$ cat config.mk
export PLATFORM = sky130hd
export DESIGN_NAME = thermal_monitor_overtemp_guard_core
export DESIGN_NICKNAME = d
export VERILOG_FILES = /design/src/design/tmog_pkg.sv /design/src/design/tmog_cfg.sv /design/src/design/thermal_monitor_overtemp_guard_core.sv
export SDC_FILE = /design/constraint.sdc
export NUM_CORES = 1
export LEC_CHECK = 0
export ABC_AREA = 1
export BUFFER_PORTS_ARGS = -buffer_cell sky130_fd_sc_hd__buf_2
export CAP_MARGIN = 20
export CORE_MARGIN = 4
export CORE_UTILIZATION = 57
export DETAILED_ROUTE_END_ITERATION = 8
export PLACE_DENSITY = 0.79
export SLEW_MARGIN = 20
export SYNTH_ARGS = -nofsm -noshare
export SYNTH_HDL_FRONTEND = slang
export SYNTH_HIERARCHICAL = 1
export SYNTH_SLANG_ARGS = --single-unit
$ cat constraint.sdc
create_clock -name clk -period 10.9 [get_ports clk]
set_clock_uncertainty 0.1 [all_clocks]
set_input_delay 2.18 -clock clk [delete_from_list [all_inputs] [get_ports clk]]
set_output_delay 2.18 -clock clk [all_outputs]
set_load 0.01 [all_outputs]
$ cat src/design/tmog_pkg.sv
// shared types, constants and codes of the over-temperature guard
package tmog_pkg;

    // field widths
    localparam int TEMP_W   = 10;
    localparam int SIDX_IN_W = 2;
    localparam int LIMIT_W  = 8;
    localparam int DROP_W   = 6;
    localparam int MS_W     = 16;
    localparam int FAN_W    = 16;
    localparam int TIMER_W  = 24;
    localparam int ACTION_W = 2;
    localparam int NUM_LIMITS = 4;

    // parameter defaults
    localparam int NUM_SENSORS_DEF = 4;
    localparam int AVG_DEPTH_DEF   = 3;
    localparam int RETRY_LIMIT_DEF = 5;

    // qualification window and outlier span
    localparam logic signed [TEMP_W-1:0] FIRST_LOW  = -10'sd25;
    localparam logic signed [TEMP_W-1:0] FIRST_HIGH = 10'sd120;
    localparam int OUTLIER_SPAN = 8;

    // configuration bus
    localparam int ADDR_W = 5;
    localparam int DATA_W = 32;
    localparam int REG_IDX_W = 3;

    // register indexes
    localparam logic [REG_IDX_W-1:0] REG_LIMIT_FRONT = 3'd0;
    localparam logic [REG_IDX_W-1:0] REG_LIMIT_MAIN  = 3'd1;
    localparam logic [REG_IDX_W-1:0] REG_LIMIT_LENS  = 3'd2;
    localparam logic [REG_IDX_W-1:0] REG_LIMIT_DIE   = 3'd3;
    localparam logic [REG_IDX_W-1:0] REG_RECOVERY    = 3'd4;
    localparam logic [REG_IDX_W-1:0] REG_CRIT_RISE   = 3'd5;
    localparam logic [REG_IDX_W-1:0] REG_SHUTDOWN    = 3'd6;
    localparam logic [REG_IDX_W-1:0] REG_PERIOD      = 3'd7;

    // register reset values
    localparam logic [LIMIT_W-1:0] LIMIT_FRONT_RST = 8'd70;
    localparam logic [LIMIT_W-1:0] LIMIT_MAIN_RST  = 8'd80;
    localparam logic [LIMIT_W-1:0] LIMIT_LENS_RST  = 8'd80;
    localparam logic [LIMIT_W-1:0] LIMIT_DIE_RST   = 8'd65;
    localparam logic [DROP_W-1:0]  RECOVERY_RST    = 6'd5;
    localparam logic [DROP_W-1:0]  CRIT_RISE_RST   = 6'd5;
    localparam logic [MS_W-1:0]    SHUTDOWN_RST    = 16'd10000;
    localparam logic [MS_W-1:0]    PERIOD_RST      = 16'd1000;

    // fan command codes
    localparam logic [ACTION_W-1:0] FAN_NONE    = 2'd0;
    localparam logic [ACTION_W-1:0] FAN_MAX     = 2'd1;
    localparam logic [ACTION_W-1:0] FAN_RESTORE = 2'd2;

    // configuration handed from the register file to the core
    typedef struct packed {
        logic [NUM_LIMITS-1:0][LIMIT_W-1:0] limit;
        logic [DROP_W-1:0]                  recovery_drop;
        logic [DROP_W-1:0]                  critical_rise;
        logic [MS_W-1:0]                    shutdown_delay_ms;
        logic [MS_W-1:0]                    report_period_ms;
    } cfg_t;

endpackage

$ cat src/design/tmog_cfg.sv
// configuration register file behind the register bus
module tmog_cfg (
    input  logic                          clk,
    input  logic                          rst_n,
    input  logic                          psel,
    input  logic                          penable,
    input  logic                          pwrite,
    input  logic [tmog_pkg::ADDR_W-1:0]   paddr,
    input  logic [tmog_pkg::DATA_W-1:0]   pwdata,
    output logic [tmog_pkg::DATA_W-1:0]   prdata,
    output logic                          pready,
    output tmog_pkg::cfg_t                cfg
);
    import tmog_pkg::*;

    cfg_t                 cfg_reg;
    cfg_t                 cfg_next;
    logic [REG_IDX_W-1:0] reg_idx;
    logic                 wr_en;

    assign reg_idx = paddr[ADDR_W-1:2];
    assign wr_en   = psel && penable && pwrite;
    assign pready  = 1'b1;
    assign cfg     = cfg_reg;

    // write decode
    always_comb
    begin
        cfg_next = cfg_reg;
        if (wr_en)
        begin
            unique case (reg_idx)
                REG_LIMIT_FRONT: cfg_next.limit[0] = pwdata[LIMIT_W-1:0];
                REG_LIMIT_MAIN:  cfg_next.limit[1] = pwdata[LIMIT_W-1:0];
                REG_LIMIT_LENS:  cfg_next.limit[2] = pwdata[LIMIT_W-1:0];
                REG_LIMIT_DIE:   cfg_next.limit[3] = pwdata[LIMIT_W-1:0];
                REG_RECOVERY:    cfg_next.recovery_drop = pwdata[DROP_W-1:0];
                REG_CRIT_RISE:   cfg_next.critical_rise = pwdata[DROP_W-1:0];
                REG_SHUTDOWN:    cfg_next.shutdown_delay_ms = pwdata[MS_W-1:0];
                REG_PERIOD:      cfg_next.report_period_ms = pwdata[MS_W-1:0];
                default:         cfg_next = cfg_reg;
            endcase
        end
    end

    // register storage
    always_ff @(posedge clk or negedge rst_n)
    begin
        if (!rst_n)
        begin
            cfg_reg.limit[0]          <= LIMIT_FRONT_RST;
            cfg_reg.limit[1]          <= LIMIT_MAIN_RST;
            cfg_reg.limit[2]          <= LIMIT_LENS_RST;
            cfg_reg.limit[3]          <= LIMIT_DIE_RST;
            cfg_reg.recovery_drop     <= RECOVERY_RST;
            cfg_reg.critical_rise     <= CRIT_RISE_RST;
            cfg_reg.shutdown_delay_ms <= SHUTDOWN_RST;
            cfg_reg.report_period_ms  <= PERIOD_RST;
        end
        else
        begin
            cfg_reg <= cfg_next;
        end
    end

    // read mux
    always_comb
    begin
        unique case (reg_idx)
            REG_LIMIT_FRONT: prdata = DATA_W'(cfg_reg.limit[0]);
            REG_LIMIT_MAIN:  prdata = DATA_W'(cfg_reg.limit[1]);
            REG_LIMIT_LENS:  prdata = DATA_W'(cfg_reg.limit[2]);
            REG_LIMIT_DIE:   prdata = DATA_W'(cfg_reg.limit[3]);
            REG_RECOVERY:    prdata = DATA_W'(cfg_reg.recovery_drop);
            REG_CRIT_RISE:   prdata = DATA_W'(cfg_reg.critical_rise);
            REG_SHUTDOWN:    prdata = DATA_W'(cfg_reg.shutdown_delay_ms);
            REG_PERIOD:      prdata = DATA_W'(cfg_reg.report_period_ms);
            default:         prdata = '0;
        endcase
    end

endmodule

$ cat src/design/thermal_monitor_overtemp_guard_core.sv
// over-temperature guard: reading qualification, averaging, alarms and fan command
// a reading is captured in the item register and, once the result register is free, is offered as a result
// throughput: one reading per cycle while the result is not stalled; the step is one pass from the item register
//   to the result register, with per-sensor state updated on the same edge
// the rounded average uses one constant-reciprocal multiply in that pass
// reset clears all per-sensor and global state and loads the register defaults;
//   sample history is not reset and is always refilled before it is averaged
module thermal_monitor_overtemp_guard_core #(
    parameter int NUM_SENSORS = tmog_pkg::NUM_SENSORS_DEF,
    parameter int AVG_DEPTH   = tmog_pkg::AVG_DEPTH_DEF,
    parameter int RETRY_LIMIT = tmog_pkg::RETRY_LIMIT_DEF
) (
    input  logic                               clk,
    input  logic                               rst_n,
    // register bus
    input  logic                               psel,
    input  logic                               penable,
    input  logic                               pwrite,
    input  logic [tmog_pkg::ADDR_W-1:0]        paddr,
    input  logic [tmog_pkg::DATA_W-1:0]        pwdata,
    output logic [tmog_pkg::DATA_W-1:0]        prdata,
    output logic                               pready,
    // reading channel
    input  logic                               sample_valid,
    output logic                               sample_stall,
    input  logic [tmog_pkg::SIDX_IN_W-1:0]     sensor_index,
    input  logic                               read_ok,
    input  logic signed [tmog_pkg::TEMP_W-1:0] reading,
    input  logic [tmog_pkg::FAN_W-1:0]         fan_speed_now,
    // result channel
    output logic                               result_valid,
    input  logic                               result_stall,
    output logic [tmog_pkg::SIDX_IN_W-1:0]     sensor_echo,
    output logic                               sample_kept,
    output logic                               history_cleared,
    output logic                               report_valid,
    output logic signed [tmog_pkg::TEMP_W-1:0] average_out,
    output logic                               sensor_in_alarm,
    output logic                               any_in_alarm,
    output logic [tmog_pkg::ACTION_W-1:0]      fan_action,
    output logic [tmog_pkg::FAN_W-1:0]         fan_restore_speed,
    output logic                               shutdown_request
);
    import tmog_pkg::*;

    localparam int SIDX_W = (NUM_SENSORS > 1) ? $clog2(NUM_SENSORS) : 1;
    localparam int WP_W   = (AVG_DEPTH > 1) ? $clog2(AVG_DEPTH) : 1;
    localparam int RC_W   = $clog2(RETRY_LIMIT + 1);
    localparam int ACNT_W = $clog2(NUM_SENSORS + 1);
    localparam int SUM_W  = TEMP_W + $clog2(AVG_DEPTH) + 1;
    localparam int NUM_W  = SUM_W + 1;
    localparam int DIV_L  = $clog2(2 * AVG_DEPTH);
    localparam int DIV_SH = NUM_W + DIV_L;
    localparam int PROD_W = NUM_W + DIV_SH + 1;
    localparam int CMP_W  = TEMP_W + 2;
    localparam logic [DIV_SH:0] RECIP =
        (DIV_SH+1)'(((1 << DIV_SH) + 2 * AVG_DEPTH - 1) / (2 * AVG_DEPTH));
    localparam logic signed [TEMP_W:0] SPAN_HI = (TEMP_W+1)'(OUTLIER_SPAN);
    localparam logic signed [TEMP_W:0] SPAN_LO = -SPAN_HI;
    localparam logic [TIMER_W-1:0] TIMER_MAX = '1;

    cfg_t cfg;

    tmog_cfg u_cfg (
        .clk     (clk),
        .rst_n   (rst_n),
        .psel    (psel),
        .penable (penable),
        .pwrite  (pwrite),
        .paddr   (paddr),
        .pwdata  (pwdata),
        .prdata  (prdata),
        .pready  (pready),
        .cfg     (cfg)
    );

    // item register
    logic                      item_valid_reg;
    logic [SIDX_IN_W-1:0]      item_sensor_reg;
    logic                      item_ok_reg;
    logic signed [TEMP_W-1:0]  item_reading_reg;
    logic [FAN_W-1:0]          item_fan_reg;

    // per-sensor and global state
    logic signed [TEMP_W-1:0]  hist_reg [NUM_SENSORS][AVG_DEPTH];
    logic [WP_W-1:0]           wp_reg [NUM_SENSORS];
    logic [RC_W-1:0]           rc_reg [NUM_SENSORS];
    logic signed [TEMP_W-1:0]  last_avg_reg [NUM_SENSORS];
    logic                      known_reg [NUM_SENSORS];
    logic                      alarm_reg [NUM_SENSORS];
    logic [TIMER_W-1:0]        timer_reg [NUM_SENSORS];
    logic [ACNT_W-1:0]         alarm_cnt_reg;
    logic [FAN_W-1:0]          saved_fan_reg;

    // result register
    logic                      res_valid_reg;
    logic [SIDX_IN_W-1:0]      res_sensor_reg;
    logic                      res_kept_reg;
    logic                      res_cleared_reg;
    logic                      res_report_reg;
    logic signed [TEMP_W-1:0]  res_avg_reg;
    logic                      res_alarm_reg;
    logic                      res_any_reg;
    logic [ACTION_W-1:0]       res_action_reg;
    logic [FAN_W-1:0]          res_restore_reg;
    logic                      res_shut_reg;

    // handshake
    logic out_free;
    logic step_go;
    logic take_item;

    assign out_free     = !res_valid_reg || !result_stall;
    assign step_go      = item_valid_reg && out_free;
    assign sample_stall = item_valid_reg && !out_free;
    assign take_item    = sample_valid && !sample_stall;

    // step datapath signals
    logic [SIDX_W-1:0]         s_idx;
    logic                      in_range;
    logic [WP_W-1:0]           wp_cur;
    logic [RC_W-1:0]           rc_cur;
    logic [RC_W-1:0]           rc_inc;
    logic signed [TEMP_W-1:0]  last_avg_cur;
    logic                      known_cur;
    logic                      alarm_cur;
    logic [TIMER_W-1:0]        timer_cur;
    logic signed [TEMP_W:0]    diff;
    logic                      qual;
    logic                      kept;
    logic                      failed;
    logic                      exhausted;
    logic                      wrap;
    logic                      report;
    logic signed [SUM_W-1:0]   sum;
    logic                      sum_neg;
    logic [SUM_W-1:0]          mag;
    logic [NUM_W-1:0]          num;
    logic [PROD_W-1:0]         prod;
    logic [TEMP_W-1:0]         avg_mag;
    logic signed [TEMP_W-1:0]  avg_new;
    logic signed [CMP_W-1:0]   avg_x;
    logic signed [CMP_W-1:0]   lim_x;
    logic signed [CMP_W-1:0]   crit_x;
    logic signed [CMP_W-1:0]   low_x;
    logic [TIMER_W:0]          timer_sum;
    logic [TIMER_W-1:0]        timer_sat;
    logic                      enter;
    logic                      leave;
    logic [ACNT_W-1:0]         cnt_dec;

    logic [WP_W-1:0]           wp_next;
    logic [RC_W-1:0]           rc_next;
    logic signed [TEMP_W-1:0]  last_avg_next;
    logic                      known_next;
    logic                      alarm_next;
    logic [TIMER_W-1:0]        timer_next;
    logic [ACNT_W-1:0]         alarm_cnt_next;
    logic [FAN_W-1:0]          saved_fan_next;
    logic [ACTION_W-1:0]       action;
    logic [FAN_W-1:0]          restore;
    logic                      shut;

    // select the addressed sensor's state
    always_comb
    begin
        s_idx        = SIDX_W'(item_sensor_reg);
        in_range     = ({1'b0, item_sensor_reg} < (SIDX_IN_W+1)'(NUM_SENSORS));
        wp_cur       = wp_reg[s_idx];
        rc_cur       = rc_reg[s_idx];
        last_avg_cur = last_avg_reg[s_idx];
        known_cur    = known_reg[s_idx];
        alarm_cur    = alarm_reg[s_idx];
        timer_cur    = timer_reg[s_idx];
    end

    // qualification and retry counting
    always_comb
    begin
        diff = (TEMP_W+1)'(item_reading_reg) - (TEMP_W+1)'(last_avg_cur);
        if (known_cur)
        begin
            qual = (diff > SPAN_LO) && (diff < SPAN_HI);
        end
        else
        begin
            qual = (item_reading_reg > FIRST_LOW) && (item_reading_reg < FIRST_HIGH);
        end
        kept      = in_range && item_ok_reg && qual;
        failed    = in_range && !kept;
        rc_inc    = rc_cur + 1'b1;
        exhausted = (rc_inc >= RC_W'(RETRY_LIMIT));
        wrap      = (wp_cur == WP_W'(AVG_DEPTH - 1));
        report    = kept && wrap;
    end

    // rounded mean: the new reading fills the last slot
    always_comb
    begin
        sum = '0;
        for (int j = 0; j < AVG_DEPTH; j++)
        begin
            if (WP_W'(j) == wp_cur)
            begin
                sum = sum + SUM_W'(item_reading_reg);
            end
            else
            begin
                sum = sum + SUM_W'(hist_reg[s_idx][j]);
            end
        end
        sum_neg = sum[SUM_W-1];
        mag     = sum_neg ? (~sum + 1'b1) : sum;
        num     = {mag, 1'b0} + NUM_W'(AVG_DEPTH);
        prod    = PROD_W'(num) * PROD_W'(RECIP);
        avg_mag = prod[DIV_SH +: TEMP_W];
        avg_new = sum_neg ? (~avg_mag + 1'b1) : avg_mag;
    end

    // thresholds, critical timer and hysteresis
    always_comb
    begin
        avg_x     = CMP_W'(avg_new);
        lim_x     = CMP_W'(signed'(cfg.limit[item_sensor_reg]));
        crit_x    = lim_x + signed'(CMP_W'(cfg.critical_rise));
        low_x     = lim_x - signed'(CMP_W'(cfg.recovery_drop));
        timer_sum = {1'b0, timer_cur} + (TIMER_W+1)'(cfg.report_period_ms);
        timer_sat = timer_sum[TIMER_W] ? TIMER_MAX : timer_sum[TIMER_W-1:0];
        enter     = report && !alarm_cur && (avg_x > lim_x);
        leave     = report && alarm_cur && (avg_x < low_x);
        cnt_dec   = (alarm_cnt_reg != '0) ? (alarm_cnt_reg - 1'b1) : '0;
    end

    // next state and result fields
    always_comb
    begin
        wp_next        = wp_cur;
        rc_next        = rc_cur;
        last_avg_next  = last_avg_cur;
        known_next     = known_cur;
        alarm_next     = alarm_cur;
        timer_next     = timer_cur;
        alarm_cnt_next = alarm_cnt_reg;
        saved_fan_next = saved_fan_reg;
        action         = FAN_NONE;
        restore        = '0;
        shut           = 1'b0;

        if (kept)
        begin
            rc_next = '0;
            wp_next = wrap ? '0 : (wp_cur + 1'b1);
        end
        else if (failed)
        begin
            rc_next = exhausted ? '0 : rc_inc;
            wp_next = exhausted ? '0 : wp_cur;
        end

        if (report)
        begin
            last_avg_next = avg_new;
            known_next    = 1'b1;
            if (avg_x > crit_x)
            begin
                timer_next = timer_sat;
                shut       = (timer_sat > TIMER_W'(cfg.shutdown_delay_ms));
            end
            else
            begin
                timer_next = '0;
            end
        end

        if (enter)
        begin
            alarm_next     = 1'b1;
            alarm_cnt_next = alarm_cnt_reg + 1'b1;
            if (alarm_cnt_reg == '0)
            begin
                saved_fan_next = item_fan_reg;
                action         = FAN_MAX;
            end
        end
        else if (leave)
        begin
            alarm_next     = 1'b0;
            alarm_cnt_next = cnt_dec;
            if (cnt_dec == '0)
            begin
                action  = FAN_RESTORE;
                restore = saved_fan_reg;
            end
        end
    end

    // item register
    always_ff @(posedge clk or negedge rst_n)
    begin
        if (!rst_n)
        begin
            item_valid_reg <= 1'b0;
        end
        else if (take_item)
        begin
            item_valid_reg <= 1'b1;
        end
        else if (step_go)
        begin
            item_valid_reg <= 1'b0;
        end
    end

    always_ff @(posedge clk)
    begin
        if (take_item)
        begin
            item_sensor_reg  <= sensor_index;
            item_ok_reg      <= read_ok;
            item_reading_reg <= reading;
            item_fan_reg     <= fan_speed_now;
        end
    end

    // per-sensor and global state update
    always_ff @(posedge clk or negedge rst_n)
    begin
        if (!rst_n)
        begin
            for (int i = 0; i < NUM_SENSORS; i++)
            begin
                wp_reg[i]       <= '0;
                rc_reg[i]       <= '0;
                last_avg_reg[i] <= '0;
                known_reg[i]    <= 1'b0;
                alarm_reg[i]    <= 1'b0;
                timer_reg[i]    <= '0;
            end
            alarm_cnt_reg <= '0;
            saved_fan_reg <= '0;
        end
        else if (step_go)
        begin
            if (in_range)
            begin
                wp_reg[s_idx]       <= wp_next;
                rc_reg[s_idx]       <= rc_next;
                last_avg_reg[s_idx] <= last_avg_next;
                known_reg[s_idx]    <= known_next;
                alarm_reg[s_idx]    <= alarm_next;
                timer_reg[s_idx]    <= timer_next;
            end
            alarm_cnt_reg <= alarm_cnt_next;
            saved_fan_reg <= saved_fan_next;
        end
    end

    // sample history, written only by kept readings
    always_ff @(posedge clk)
    begin
        if (step_go && kept)
        begin
            hist_reg[s_idx][wp_cur] <= item_reading_reg;
        end
    end

    // result register
    always_ff @(posedge clk or negedge rst_n)
    begin
        if (!rst_n)
        begin
            res_valid_reg <= 1'b0;
        end
        else if (step_go)
        begin
            res_valid_reg <= 1'b1;
        end
        else if (!result_stall)
        begin
            res_valid_reg <= 1'b0;
        end
    end

    always_ff @(posedge clk)
    begin
        if (step_go)
        begin
            res_sensor_reg  <= item_sensor_reg;
            res_kept_reg    <= kept;
            res_cleared_reg <= failed && exhausted;
            res_report_reg  <= report;
            res_avg_reg     <= in_range ? last_avg_next : '0;
            res_alarm_reg   <= in_range && alarm_next;
            res_any_reg     <= (alarm_cnt_next != '0);
            res_action_reg  <= action;
            res_restore_reg <= restore;
            res_shut_reg    <= shut;
        end
    end

    assign result_valid      = res_valid_reg;
    assign sensor_echo       = res_sensor_reg;
    assign sample_kept       = res_kept_reg;
    assign history_cleared   = res_cleared_reg;
    assign report_valid      = res_report_reg;
    assign average_out       = res_avg_reg;
    assign sensor_in_alarm   = res_alarm_reg;
    assign any_in_alarm      = res_any_reg;
    assign fan_action        = res_action_reg;
    assign fan_restore_speed = res_restore_reg;
    assign shutdown_request  = res_shut_reg;

endmodule

[After elaboration in Yosys (flattened, before gate mapping)]
Memory sizes are Yosys's and may differ from the RTL's. A register that Yosys moved wholly into a read port is not among the register bits.
Cells that the tools add are included.
Storage, ports and cells
  register bits after elaboration: 326
  memory bits (writable): 120
  input port bits: 73
  logic and storage cells: 211
  memories kept: 1
Memory list
  hist_reg: words 4, bits a word 30, rd ports 1, clocked after Yosys merged registers in 1, wr ports 1, line thermal_monitor_overtemp_guard_core.sv:85  | logic signed [TEMP_W-1:0] hist_reg [NUM_SENSORS][AVG_DEPTH];
Cells by class
  $add $sub $neg: 15
  $mul: 1
  magnitude comparators: 14
  equal/unequal tests: 11
  mux-type cells: 71
  bitwise gates (word level): 6
  reduce and logical (&&, ||, !) cells: 42
Operators by type and width (number)
  one-hot mux 32 bit (8 select lines): 1
  two-way mux 24 bit: 6
  bitwise mux 96 bit: 1
  two-way mux 10 bit: 6
  adder 13 x 10 -> 13 bit: 4
  two-way mux 13 bit: 4
  binary-select mux 24 bit (select 2 bit): 1
  demux 24 bit (select 2 bit): 1
  bitwise mux 40 bit: 1
  demux 10 bit (select 2 bit): 2
  two-way mux 30 bit: 1
  multiplier 14 x 14 -> 26 bit, second input constant: 1
  adder 24 x 16 -> 25 bit: 1
  greater-than comparator 24 x 16 -> 1 bit: 1
  two-way mux 3 bit: 8
  binary-select mux 10 bit (select 2 bit): 1
  two-way mux 2 bit: 10
  AND reduction 2 bit: 9
  logical AND 1 bit: 17
  binary-select mux 8 bit (select 2 bit): 1
  two-way mux 1 bit: 15
  adder 14 x 2 -> 14 bit, second input constant: 1
  adder 13 x 1 -> 13 bit, second input constant: 1
  NOT 13 bit: 1
  45 further kinds: 65

[Longest topological paths before layout]
Gate-level depths: netlist of run 1.
  depth in word-level cells: 23
  mapped depth: 85
  mapped depth without buffers: 83

[Modules after synthesis]
The synthesis of run 1 kept the hierarchy.
Modules (own cells, without submodules)
  thermal_monitor_overtemp_guard_core: times used 1, cells each 2895, area each 24388.4 um2, sequential area each 10224.8 um2
  tmog_cfg: times used 1, cells each 450, area each 3858.7 um2, sequential area each 1931.9 um2

[Worst setup path before layout of run 1]
No wires, ideal clock.
  path kind: register to register
  start: reg item_sensor_reg[1]
  end: reg saved_fan_reg[12]
  setup time: 0.119 ns
  data arrival time: 11.336 ns
  data required time: 10.681 ns
  setup slack: -0.655 ns
  cell stages (with the launch flop): 78
  clock period less this slack: 11.555 ns
  cells stage by stage: edfxtp_1 > buf_6 > nand3_1 > nand2_2 > nor2_4 > nor2_1 > inv_1 > clkbuf_1 > o221ai_1 > o21ai_0 > inv_1 > ha_1 > nand2_1 > nor2_1 > a211oi_1 > o21ai_0 > nand3_1 > nand2_1 > (+42 left out) > ha_1 > nand3_1 > o21ai_0 > xor2_1 > inv_1 > ha_1 > nand4_1 > o221a_2 > o21ai_0 > a21oi_1 > or2_2 > nand2_2 > nand3_4 > nor2_4 > nand2_4 > buf_6 > nor2_2 > a21oi_2
Between the ends
  word-level cells in the longest chain between the ends: 21
  elaborated cells between the ends (all ways): 46
  classes of those cells: add/sub (8); mul (1); order compare (3); eq/ne (3); mux (20); bitwise (3); reduce/logical (8)
RTL lines
  start, declared: line thermal_monitor_overtemp_guard_core.sv:79  | logic [SIDX_IN_W-1:0] item_sensor_reg;
  start signal, assigned: line thermal_monitor_overtemp_guard_core.sv:318  | item_sensor_reg <= sensor_index;
  NOT 2 -> 3 bit (implied by the code)
  binary-select mux 2 bit (select 2 bit): line thermal_monitor_overtemp_guard_core.sv:169  | wp_cur = wp_reg[s_idx];
  two-way mux 2 bit (implied by the code) (2 in series): line thermal_monitor_overtemp_guard_core.sv:169
  logical NOT 2 bit: line thermal_monitor_overtemp_guard_core.sv:203  | if (WP_W'(j) == wp_cur)
  two-way mux 13 bit: line thermal_monitor_overtemp_guard_core.sv:203
  adder 13 x 10 -> 13 bit (on tied branches): line thermal_monitor_overtemp_guard_core.sv:209, thermal_monitor_overtemp_guard_core.sv:205
  two-way mux 13 bit: line thermal_monitor_overtemp_guard_core.sv:203
  adder 13 x 10 -> 13 bit (on tied branches): line thermal_monitor_overtemp_guard_core.sv:209, thermal_monitor_overtemp_guard_core.sv:205
  (+4 left out)
  adder 14 x 2 -> 14 bit: line thermal_monitor_overtemp_guard_core.sv:214  | num = {mag, 1'b0} + NUM_W'(AVG_DEPTH);
  multiplier 14 x 14 -> 26 bit: line thermal_monitor_overtemp_guard_core.sv:215  | prod = PROD_W'(num) * PROD_W'(RECIP);
  NOT 10 bit: line thermal_monitor_overtemp_guard_core.sv:217  | avg_new = sum_neg ? (~avg_mag + 1'b1) : avg_mag;
  adder 10 x 1 -> 10 bit: line thermal_monitor_overtemp_guard_core.sv:217
  two-way mux 10 bit: line thermal_monitor_overtemp_guard_core.sv:217
  greater-than comparator 10 x 8 -> 1 bit: line thermal_monitor_overtemp_guard_core.sv:229  | enter = report && !alarm_cur && (avg_x > lim_x);
  logical AND 1 bit *: line thermal_monitor_overtemp_guard_core.sv:229
  AND reduction 3 bit (no line) *
  end signal, assigned: line thermal_monitor_overtemp_guard_core.sv:354  | saved_fan_reg <= saved_fan_next;
  end, declared: line thermal_monitor_overtemp_guard_core.sv:93  | logic [FAN_W-1:0] saved_fan_reg;
Mark *: on every way between the ends. The rest lies on a longest branch, timed or not. The select of a mux whose other input is x is not followed.
A chain may end at the register's enable or synchronous reset.

[Worst setup path after layout of run 1]
  start: reg item_sensor_reg[1]
  end: reg timer_reg[52] in the netlist's numbering
Between the ends
  word-level cells in the longest chain between the ends: 22
  elaborated cells between the ends (all ways): 53
  classes of those cells: add/sub (10); mul (1); order compare (5); eq/ne (3); mux (26); bitwise (3); reduce/logical (5)
RTL lines
  NOT 2 -> 3 bit (implied by the code)
  binary-select mux 2 bit (select 2 bit): line thermal_monitor_overtemp_guard_core.sv:169
  two-way mux 2 bit (implied by the code) (2 in series): line thermal_monitor_overtemp_guard_core.sv:169
  logical NOT 2 bit: line thermal_monitor_overtemp_guard_core.sv:203
  two-way mux 13 bit: line thermal_monitor_overtemp_guard_core.sv:203
  adder 13 x 10 -> 13 bit (on tied branches): line thermal_monitor_overtemp_guard_core.sv:209, thermal_monitor_overtemp_guard_core.sv:205
  two-way mux 13 bit: line thermal_monitor_overtemp_guard_core.sv:203
  adder 13 x 10 -> 13 bit (on tied branches): line thermal_monitor_overtemp_guard_core.sv:209, thermal_monitor_overtemp_guard_core.sv:205
  (+5 left out)
  multiplier 14 x 14 -> 26 bit: line thermal_monitor_overtemp_guard_core.sv:215
  NOT 10 bit: line thermal_monitor_overtemp_guard_core.sv:217
  adder 10 x 1 -> 10 bit: line thermal_monitor_overtemp_guard_core.sv:217
  two-way mux 10 bit: line thermal_monitor_overtemp_guard_core.sv:217
  greater-than comparator 10 x 9 -> 1 bit: line thermal_monitor_overtemp_guard_core.sv:264  | if (avg_x > crit_x)
  two-way mux 24 bit: line thermal_monitor_overtemp_guard_core.sv:264
  two-way mux 24 bit: line thermal_monitor_overtemp_guard_core.sv:260  | if (report)
  bitwise mux 96 bit *: line thermal_monitor_overtemp_guard_core.sv:351  | timer_reg[s_idx] <= timer_next;
  end signal, assigned by index: line thermal_monitor_overtemp_guard_core.sv:351
  end, declared: line thermal_monitor_overtemp_guard_core.sv:91  | logic [TIMER_W-1:0] timer_reg [NUM_SENSORS];
Marked as above.

==> qor.yml, run 1 <==
critical_path:
  critPathLaunchType: "flop"
  crit_end: "timer_reg[52]"
  r2r_start: "item_sensor_reg[1]"
  crit_type: "reg2reg"
  cpMostUsedCell: "nand2_1"
  worstPathArrival_ns: 12.64
  slowest_stage: "fa_1"
  r2r_cells: 77
  crit_required_ns: 11.26
  cp-end-kind: "flop"
  regToRegEndpoint: "timer_reg[52]"
  critPathLaunch: "item_sensor_reg[1]"
  crit_fanout: 7
  cp_slowest_stage_delay_ns: 0.61
  rrSetupSlack_ns: -1.38
synth:
  yosys_warnings: 6
  syn_area_um2: 28250
  synthFlopType: "dfrtp_1"
  postSynth.asyncResetShare: 0.5826
  synth.most_common_cell: "nand2_1"
  ys_ff_latch: 448
  syn_inst: 3345
  synth.area.top_cells: "dfrtp_1, edfxtp_1, nand2_1"
  postSynthAreaPerCell_um2: 8.445
  synthTopCellsByCount: "nand2_1, inv_1, dfrtp_1"
  synth_top_area_frac: 0.2100
  ys_seq_area_frac: 0.4304
  yosysUniqueCellTypes: 64
  synth_edf_count: 185
  netlist.top_cell.by_area: "dfrtp_1"
grt:
  grt.total_usage: 0.3027
  antenna_found_initial: 7
  grt_max_degree: 149
  grt_util_met3: 0.04961
  grt_pass1_wl_um: 130200
  grt.overflow.total: 0
  use_met1: 0.3857
  use_met2: 0.5060
  grt-busiest-layer: "met2"
  grt_pass1_vias: 25130
sta:
  relSlewSlack: 0.1406
  hold_viol: 0
  finalSetupViolations: 167
  fin_crit_sh: 1.126
  post-route-min-period_ns: 12.28
  worst_pin_slew_ns: 1.286
  fin_tns_setup_ns: -184.46
  slew_violations: 0
  fmax_mhz: 81.46
  fin_ws_ns: -1.376
  grt_setup_unrepaired: "true"
  whs_ns: 0.3791
detailed_routing:
  wl_per_cell_um: 20.87
  drt_first_pass_iters: 9
  vias_per_cell: 5.962
  drc_errors: 0
  vias: 26800
  wl_um: 93830
  ant_nets: 0
  dr.first_iter.drc_count: 3254
die:
  core_um2: 48950
  dieArea_um2: 53180
  die_y_um: 230.6
  fp.dieW_um: 230.6
  start_util: 0.5771
  rows: 81
  ios: 144
run_status:
  status: "complete, but fails checks"
  failed_checks: "setup timing"
cells_and_area:
  multi_input_area_um2: 16160
  largest_reg_flops: 120
  instances_no_fill: 4496
  drive_above_1_share: 0.3021
  n_fill_cell: 3014
  seq_area_um2: 12160
  layout.nets: 4117
  area_growth_pct: 28.30
place:
  place_inst: 4301
  dp_hpwl_um: 53440
  port_buffers: 108
  place_congestion: 0.9378
cts:
  htreeDepth: 2
  clockBufferDepth: 3
  cts_hold_buf: 0
  cts_tree: "done"
  clkTransAtPathRegs_ns: 0.06
  clock-sinks: 448
  cts_buffers: 46
  clk_latency_ns: 0.60
  clock-root-buffer: "clkbuf_16"
flow_run:
  cap_viol_max_count: 0
hold_path:
  hp-class: "reg2reg"
-- kinds of logic after synthesis --
family                     synth area share
and+or+nand+nor                      0.2255
buffers and inverters               0.08274
AOI/OAI and AO/OA                    0.1122
DFF                                  0.4304
adders and majority gates            0.1278
xor gates and xnor gates            0.02108
other                             0.0002659
-- layer usage --
layer,part of all wire,vias to the layer above
li1,-,11860
met1,0.35,12640
met2,0.47,1787
met3,0.10,513
met4,0.073,8
met5,0.00047,-
-- worst min-delay path by stage --
| stage | cells past startpoint | slack, ns | end | startpoint |
|---|---|---|---|---|
| after global routing | 2 | 0.40 | u_cfg/cfg[8] | u_cfg/cfg[8] |
| after floorplan | 2 | 0.33 | result_valid | item_valid_reg |
| final | 2 | 0.38 | timer_reg[25] | timer_reg[25] |
| after global placement | 2 | 0.36 | timer_reg[14] | timer_reg[14] |
| after detailed placement | 2 | 0.37 | timer_reg[11] | timer_reg[11] |
| after CTS | 2 | 0.38 | timer_reg[5] | timer_reg[5] |
-- cell type report --
| cell class | count | area share |
|---|---|---|
| multi-input combinational | 2352 | 0.4459 |
| sequential | 448 | 0.3355 |
| timing repair buffer | 520 | 0.1079 |
| inverter | 424 | 0.04481 |
| clock buffer | 65 | 0.03770 |
| tap | 664 | 0.02292 |
| clock inverter | 21 | 0.005179 |
| antenna | 2 | 0.0001381 |
-- repair_timing --
action,4_1_cts,5_1_grt
setup endpoints to repair,145,173
cloned,6,3
pin swaps,81,161
buffers inserted,76,29
gates resized for setup,161,360
-- layout by cell type (no fill, tap or decap), drive strengths merged, types with 11 or more instances in the layout --
| cell | synthesis | final |
|---|---|---|
| nand3 | 151 | 151 |
| edfxtp | 185 | 185 |
| o21bai | 11 | 11 |
| a21oi | 138 | 138 |
| nor2 | 226 | 226 |
| buf | 59 | 517 |
| clkinv | 1 | 19 |
| and2 | 14 | 14 |
| nand4 | 54 | 54 |
| fa | 61 | 61 |
| a22oi | 71 | 71 |
| dfrtp | 237 | 237 |
| o21ai | 227 | 227 |
| nor3 | 24 | 24 |
| dfstp | 24 | 24 |
| conb | 2 | 17 |
| or2 | 12 | 12 |
| ha | 191 | 191 |
| xnor2 | 25 | 25 |
| nand2 | 992 | 992 |
| xor2 | 43 | 43 |
| o22ai | 22 | 22 |
| clkbuf | 79 | 67 |
| a221oi | 18 | 18 |
| inv | 423 | 419 |
-- through the flow --
step | cell area (um^2) | worst slack [ns] | util
finish | 36240 | -1.376 | 0.7403
global route | 36240 | -1.740 | 0.7403
CTS | 34650 | -0.2346 | 0.7079
detailed placement | 31730 | -0.9686 | 0.6481
global placement | 31730 | -0.7034 | 0.6481
floorplan | 28690 | 0.007273 | -
-- critical path: cells and delay by family (launching register included) --
kind	cells	cell delay [ns]
flip-flops	1	0.38
AO/OA/AOI/OAI	4	0.82
AND/OR/NAND/NOR	40	3.84
XOR/XNOR	2	0.53
adder cells (fa/ha/maj)	11	4.10
buffers and inverters	20	2.34
Power of run 1 is left out: the tool's default activity adds up to more than one toggle a clock period on the data nets, which glitch-free logic cannot reach.
==> inputs of run 2 (changes only) <==
--- a/config.mk
+++ b/config.mk
@@ -12,6 +12,7 @@
 export CORE_UTILIZATION = 57
 export DETAILED_ROUTE_END_ITERATION = 8
 export PLACE_DENSITY = 0.79
+export SKIP_CTS_REPAIR_TIMING = 1
 export SLEW_MARGIN = 20
 export SYNTH_ARGS = -nofsm -noshare
 export SYNTH_HDL_FRONTEND = slang
==> run 2 against run 1 <==
  * The run still ends with setup timing left
  * Maximum frequency grew 3.7%
  * Flip-flop and latch count stayed put
  * Non-clock buffer count shrank 48
  * Sequential share of layout area up 0.54 points
  * Routed wire length decreased by 9.5%
  * Global-route usage down 2.5 points
  * First-iteration DRC count down 12%
  * Die area stayed put
  * Critical path type unchanged
  * Highest routed layer unchanged
==> qor.yml, run 2 (synthesis results as in run 1) <==
die:
  core_um2: 48950  # unchanged
  dieArea_um2: 53180  # unchanged
  start_util: 0.5771  # unchanged
  fp.dieW_um: 230.6  # unchanged
  ios: 144  # unchanged
  die_y_um: 230.6  # unchanged
  rows: 81  # unchanged
critical_path:
  critPathLaunch: "item_sensor_reg[0]"
  r2r_start: "item_sensor_reg[0]"
  crit_type: "reg2reg"
  crit_fanout: 8  # +1
  worstPathArrival_ns: 12.19  # -0.45 ns
  cp-end-kind: "flop"
  rrSetupSlack_ns: -0.94  # +0.44 ns
  critPathLaunchType: "flop"
  cp_slowest_stage_delay_ns: 0.59  # -0.02 ns
  regToRegEndpoint: "saved_fan_reg[7]"
  crit_required_ns: 11.25  # about the same
  r2r_cells: 70  # -9.1%
  slowest_stage: "fa_1"
  crit_end: "saved_fan_reg[7]"
cts:
  htreeDepth: 2  # unchanged
  clockBufferDepth: 3  # unchanged
  clk_latency_ns: 0.59  # about the same
  cts_tree: "done"
  cts_buffers: 46  # unchanged
  clock-sinks: 448  # unchanged
  clock-root-buffer: "clkbuf_16"
  clkTransAtPathRegs_ns: 0.06  # about the same
place:
  port_buffers: 108  # unchanged
  place_congestion: 0.9378  # unchanged
  postPlaceCellArea_um2: 31730  # unchanged
  dp_hpwl_um: 53440  # unchanged
flow_run:
  cap_viol_max_count: 0  # unchanged
detailed_routing:
  drt_first_pass_iters: 6  # -3
  dr.first_iter.drc_count: 2848  # -12%
  wl_um: 84880  # -9.5%
  ant_nets: 0  # unchanged
  drc_errors: 0  # unchanged
  vias: 25570  # -4.6%
  wl_per_cell_um: 19.08  # -8.6%
  vias_per_cell: 5.749  # -3.6%
sta:
  fmax_mhz: 84.47  # +3.7%
  worst_pin_slew_ns: 1.278  # -0.007810 ns
  fin_ws_ns: -0.9390  # +0.4367 ns
  post-route-min-period_ns: 11.84  # -0.4367 ns
  hold_viol: 0  # unchanged
  relSlewSlack: 0.1458  # +0.005219
  grt_setup_unrepaired: "true"
  whs_ns: 0.3808  # +0.001757 ns
  fin_crit_sh: 1.086  # -0.04006
  slew_violations: 0  # unchanged
  finalSetupViolations: 140  # -16%
cells_and_area:
  fin_area_um2: 35670  # -1.6%
  layout_commonest_cell: "nand2_1"
  final_cell_mix: "nand2_1, inv_1, buf_4, dfrtp_1, edfxtp_1"
  area_growth_pct: 26.27
  n_fill_cell: 3180  # +5.5%
  layout.nets: 4069  # -1.2%
  drive_above_1_share: 0.2813  # -0.02076
  largest_reg_flops: 120  # unchanged
grt:
  antenna_found_initial: 4  # -3
  grt.total_usage: 0.2781  # -0.02456
  grt_pass1_vias: 23530  # -6.4%
  grt_max_degree: 149  # unchanged
  grt.overflow.total: 0  # unchanged
  grt_pass1_wl_um: 120300  # -7.6%
run_status:
  status: "complete, but fails checks"
  failed_checks: "setup timing"
hold_path:
  hp-class: "reg2reg"
[run 2: cell count changes in the layout (fill, tap and decap cells not counted), moves of 4 or more]
cell and delta:
buf_4 -47, nand2_1 +16, inv_1 +9, inv_2 -9, nand2_4 -9, o21ai_0 +9, nand2_2 -6, a21oi_2 -5
o21ai_2 -5, clkbuf_16 +4, ha_1 +4
[run 2: worst max-delay path: cells and delay by family (launching register included)]
family | cells | cell delay [ns]
adder cells (fa/ha/maj) | 10 | 3.74
buffers and inverters | 19 | 2.22
AO/OA/AOI/OAI | 7 | 1.02
AND/OR/NAND/NOR | 31 | 3.46
XOR/XNOR | 3 | 0.62
flip-flops | 1 | 0.47
[run 2: how the worst min path moves through the flow]
stage,from,endpoint,cells after the start
after floorplan,item_valid_reg,result_valid,2
after global placement,timer_reg[14],timer_reg[14],2
after detailed placement,timer_reg[11],timer_reg[11],2
after CTS,timer_reg[5],timer_reg[5],2
after global routing,u_cfg/cfg[8],u_cfg/cfg[8],2
final,timer_reg[60],timer_reg[60],2
[run 2: per-stage QoR]
step / worst slack (ns) / cells / utilization / setup TNS, ns
after floorplan: 0.007273 / 3360 / - / 0
after global placement: -0.7034 / 4301 / 0.6481 / -80.75
after detailed placement: -0.9686 / 4301 / 0.6481 / -111.86
after CTS: -1.072 / 4387 / 0.6799 / -122.98
after global routing: -1.421 / 4448 / 0.7287 / -174.48
final: -0.9390 / 4448 / 0.7287 / -105.39
[run 2: final cells by class]
| class | count | area, um^2 | share of cell area |
|---|---|---|---|
| Antenna cell | 2 | 5.005 | 0.0001403 |
| Clock buffer | 65 | 1366 | 0.03831 |
| Clock inverter | 21 | 187.7 | 0.005262 |
| Inverter | 424 | 1627 | 0.04560 |
| Multi-Input combinational cell | 2352 | 15930 | 0.4467 |
| Sequential cell | 448 | 12160 | 0.3409 |
| Tap cell | 664 | 830.8 | 0.02329 |
| Timing Repair Buffer | 472 | 3561 | 0.09984 |
[run 2: per-layer routing]
metal,GRT usage,wire (um)
met3,0.03591,6850
met2,0.4695,41670
met5,0,13
met1,0.3680,32100
met4,0.1092,4243
Power of run 2 is left out for the same reason.
